`src/sv/rbl_ram.sv`:
```
`default_nettype none

module rbl_ram #(
    parameter int WIDTH = 8,
    parameter int DEPTH = 64
) (
    input  wire logic                     clk,
    input  wire logic                     we,
    input  wire logic [$clog2(DEPTH)-1:0] waddr,
    input  wire logic [WIDTH-1:0]         wdata,
    input  wire logic                     re,
    input  wire logic [$clog2(DEPTH)-1:0] raddr,
    output logic      [WIDTH-1:0]         rdata
);

    logic [WIDTH-1:0] mem [DEPTH];

    // Read data is registered and holds while no read is issued.
    always_ff @(posedge clk)
    begin
        if (we)
        begin
            mem[waddr] <= wdata;
        end
        if (re)
        begin
            rdata <= mem[raddr];
        end
    end

endmodule

`default_nettype wire

```
`config.mk`:
```
export PLATFORM = sky130hd
export DESIGN_NAME = rbl_ram
export DESIGN_NICKNAME = d
export VERILOG_FILES = /design/src/sv/rbl_ram.sv
export SDC_FILE = /design/constraint.sdc
export NUM_CORES = 1
export LEC_CHECK = 0
export BUFFER_PORTS_ARGS = -buffer_cell sky130_fd_sc_hd__buf_2
export CORE_MARGIN = 1.5
export CORE_UTILIZATION = 40
export DETAILED_ROUTE_END_ITERATION = 12
export PLACE_DENSITY = 0.59
export SLEW_MARGIN = 10
export SYNTH_ARGS = -nofsm -noshare
export SYNTH_HDL_FRONTEND = slang
export SYNTH_SLANG_ARGS = --single-unit
```
`constraint.sdc`:
```
create_clock -name clk -period 2.55 [get_ports clk]
set_input_delay 0.51 -clock clk [delete_from_list [all_inputs] [get_ports clk]]
set_output_delay 0.51 -clock clk [all_outputs]
set_load 0.02 [all_outputs]
```
Yosys cells after proc, flatten, opt, wreduce, memory -nomap -nowiden
Memory sizes are Yosys's and may differ from the RTL's. A register that Yosys moved wholly into a read port is not among the register bits.
Index checks and enable logic that the tools add are counted.
{"block": "word_totals", "romBits": 0, "latchBits": 0, "ram_bits": 512, "output_inout_bits": 8, "input_bits": 23, "word_cells": 3, "memories": 1, "regBits": 0}
{"name": "mem", "depth": 64, "word_bits": 8, "rd": 1, "rd_clocked_by_memory_dff": 1, "wr": 1, "line": "16", "source": "logic [WIDTH-1:0] mem [DEPTH];"}
{"block": "op_classes", "multipliers": 0, "reduce_logical": 0, "magnitude_cmp": 0, "eq_ne": 0, "n_addsub": 0, "mux": 2, "bitwise": 0, "div_mod_pow": 0, "n_shift": 0}
{"op": "$mux W1", "count": 2}

Depth between registers and ports, before layout
{"block": "logic_depth", "ltp_word": 2, "ltp_mapped": 9, "depth_no_buf": 5}

Worst setup path before layout
OpenSTA, ideal clock, no wires.
{"block": "synth_timing", "kind": "input to register", "from": "in raddr[1]", "to": "reg rdata[3], read port of mem, data pin", "setup_slack_ns": 0.234, "setup_ns": 0.266, "arrival_time_ns": 2.050, "required_time_ns": 2.284, "path_stages": 7, "path_buffers": 3, "cell_sequence": "buf_4 > buf_2 > buf_2 > mux4_2 > mux4_2 > o21ai_1 > o41ai_1"}
{"element": "start, declared", "line": "12", "source": "input wire logic [$clog2(DEPTH)-1:0] raddr,"}
{"element": "end, declared", "line": "13", "source": "output logic [WIDTH-1:0] rdata"}

==> impl_metrics.json <==
{
  "status": "complete, no violations",
  "final-setup-viol-count": 0,
  "cts_setup_buffers": 0,
  "cts_made_buffers": 51,
  "ff2ff_path_depth": 5,
  "grt_pass1_wl_um": 68900,
  "final_layout_size_suffix_gt1_share_pct": 33.3,
  "clock.fmax_ghz": 0.463,
  "die_w_um": 228,
  "ys.flop_type": "edfxtp_1",
  "cts-htree-levels": 2,
  "dpl-instance-area_sq_um": 22400,
  "cp.required_ps": 2880,
  "gp_congestion": 0.797,
  "first_pass_iters": 5,
  "r2r-start": "mem[11][0]$_DFFE_PP_",
  "finalHoldViolations": 0,
  "holdCritStartpoint": "re",
  "p_per_area_nw_per_um2": 730,
  "dpl.cell_count": 1748,
  "dieHeight_um": 228,
  "swShare_pct": 20.4,
  "switchingPower_mw": 3.55,
  "combPwrFrac_pct": 5.7,
  "clock-sinks": 520,
  "cts_root_buf": "clkbuf_16",
  "clock_skew_ps": 12.3,
  "synth_edf_count": 520,
  "synth_compound_area_share_pct": 2.06,
  "n_fill_cell": 4188,
  "rows": 82,
  "grt_pass1_vias": 10300,
  "ant_nets": 0,
  "grt_max_degree": 65,
  "p_leak_nw": 7.72,
  "hold_class": "primary input to register",
  "muxShareOfSynthArea_pct": 15.9,
  "rrSetupSlack_ps": 420,
  "dp_hpwl_um": 30500,
  "design_area_sq_um": 23900,
  "syn_nets": 963,
  "netlist_area_sq_um": 20200,
  "p_clk_share_pct": 39.8,
  "fin_nets": 1152,
  "drt_iter0_drc": 923,
  "ys_top_cells_by_area": "edfxtp_1 77%, mux4_2 14%, nor2_1 1.5%, mux2i_1 1.1%, mux2_2 0.72%",
  "internal-power_mw": 13.9,
  "vdd_drop_max_v": 0.000414,
  "grt_usage_pct": 18.1,
  "synthXorXnorAreaFrac_pct": 0,
  "initial_core_util_pct": 40.4,
  "async_flop_share_pct": 0,
  "gr-total-overflow": 0,
  "synth_fa_ha_area_share_pct": 0,
  "hold_depth": 1,
  "fin_crit_ps": 2160,
  "min_to": "rdata[7]$_DFFE_PP_",
  "yosysTopAreaCell": "edfxtp_1",
  "synth_top_family_by_area": "multiplexers",
  "clk_latency_ps": 580,
  "fin_crit_sh_pct": 84.7,
  "final_util_pct": 47.7,
  "crit_fanout": 7,
  "multi_input_area_sq_um": 4320,
  "rr_endpoint": "rdata[0]$_DFFE_PP_",
  "synth_top_area_share_pct": 77.1,
  "cts_tree": "yes",
  "cp_data_arrival_time_ps": 2490,
  "final-seq-area_sq_um": 15600,
  "clk_path_buf_depth": 3,
  "vias": 9945,
  "cts_resized": 0,
  "holdWs_ps": 328,
  "start_kind": "primary input",
  "die_area_sq_um": 52000,
  "antenna_cells": 0,
  "worst_slew_pin_slew_ps": 827,
  "num_io_pins": 31,
  "yosys.area_share.simple_pct": 3.37,
  "maxSlewViolCount": 0,
  "syn_inst": 940,
  "drc": 0,
  "detail_route.wl_per_cell_um": 24.9,
  "finalNonFillerCells": 1838,
  "cts.clk_slew.worst_paths_ps": 60,
  "seqPwrFrac_pct": 54.5,
  "relSlewSlack_pct": 44.9,
  "cts_hold_buf": 0,
  "core_area_sq_um": 50100,
  "port_buffers": 30,
  "via_per_inst": 5.41,
  "synth-seq-area-share_pct": 77.1,
  "yosys_warnings": 0,
  "synth_area_per_cell_sq_um": 21.5,
  "antenna_found_initial": 2,
  "synth-seq-cells": 520,
  "rsz0062_at_grt": "false",
  "yosysUniqueCellTypes": 39,
  "finalWirelength_um": 45800,
  "syn_to_final_growth_pct": 18.0,
  "maxCapViolations": 0,
  "crit_type": "primary input to register",
  "worst_setup_path_end_kind": "register"
}
==> power groups by stage <==
stage          clock network (mW)  logic [mW]  registers (mW)
2_1_floorplan                   0       0.504            9.69
3_3_place_gp                    0       0.999            9.68
3_5_place_dp                    0        1.01            9.69
4_1_cts                      7.09        1.01            9.51
5_1_grt                      7.41        1.07            9.50
6_report                     6.93        1.00            9.51
==> kinds of logic after synthesis <==
family / count (synthesis)
mux: 162
compound gates: 54
simple gates: 153
flops: 520
buf+inv: 51
==> through the flow <==
stage	TNS (ps)	power, mW	setup WS (ps)
global route	0	18.0	318
detailed placement	-905	10.7	-197
finish	0	17.4	390
floorplan	0	10.2	234
global placement	-700	10.7	-188
CTS	0	17.6	423
==> cell usage after synthesis, types with 2 or more instances <==
cell       count
edfxtp_1     520
mux4_2       126
nor2_1        83
mux2i_1       23
nand2_1       19
clkbuf_1      17
nor2b_1       14
buf_4         13
mux2_2        13
nand3_1       13
buf_2         11
o221ai_1       8
o22ai_1        8
nand2b_1       7
nor3_1         7
a221oi_1       6
a211oi_1       4
buf_1          4
buf_6          4
a21oi_1        3
a22oi_1        3
nand3b_1       3
o2111ai_1      3
o2bb2ai_1      3
a2111oi_0      2
buf_12         2
nand4_1        2
nor4_1         2
o21a_1         2
o21ai_0        2
o21ai_1        2
o221a_2        2
o32ai_1        2
o41ai_1        2
==> per-layer routing <==
metal	vias to the layer above	share of wire (%)	GRT usage [%]
met5	-	0.052	0
met4	4	2.7	6.02
met3	77	4.9	2.74
met2	258	48	28.9
met1	5298	44	25.6
li1	4308	-	-
==> critical path, cell delays in order <==
cell	delay, ps
clkbuf_8	140
buf_4	210
buf_12	130
mux4_2	480
mux4_2	500
nor2_1	280
nor3_1	90
o2bb2ai_1	130
==> how the worst max path moves through the flow <==
stage	start	end	cells past startpoint
3_5_place_dp	raddr[0]	rdata[1]$_DFFE_PP_	8
2_1_floorplan	raddr[1]	rdata[3]$_DFFE_PP_	7
6_report	raddr[0]	rdata[0]$_DFFE_PP_	8
4_1_cts	raddr[0]	rdata[1]$_DFFE_PP_	8
5_1_grt	raddr[0]	rdata[1]$_DFFE_PP_	8
3_3_place_gp	raddr[0]	rdata[0]$_DFFE_PP_	8
==> registers in the layout, summed over array words and instances, names as in the netlist <==
name	count
mem	512
rdata	8
==> cells in the final DEF, fill, tap and decap left out, drive strengths merged, types with 3 or more instances in the layout <==
master / n
edfxtp: 520
buf: 186
mux4: 126
nor2: 83
clkbuf: 71
mux2i: 23
nand2: 19
clkinv: 18
nor2b: 14
mux2: 13
nand3: 13
o221ai: 8
o22ai: 8
nand2b: 7
nor3: 7
a221oi: 6
a211oi: 4
o21ai: 4
nand3b: 3
a21oi: 3
a22oi: 3
o2111ai: 3
o2bb2ai: 3
==> final cells by class <==
class | instances | share of cell area (%)
clock inverter | 20 | 0.560
clock buffer | 70 | 5.82
timing repair buffer | 187 | 6.67
tap | 672 | 3.52
multi-input combinational | 369 | 18.1
sequential | 520 | 65.4
(Power assumes the default switching activity.)
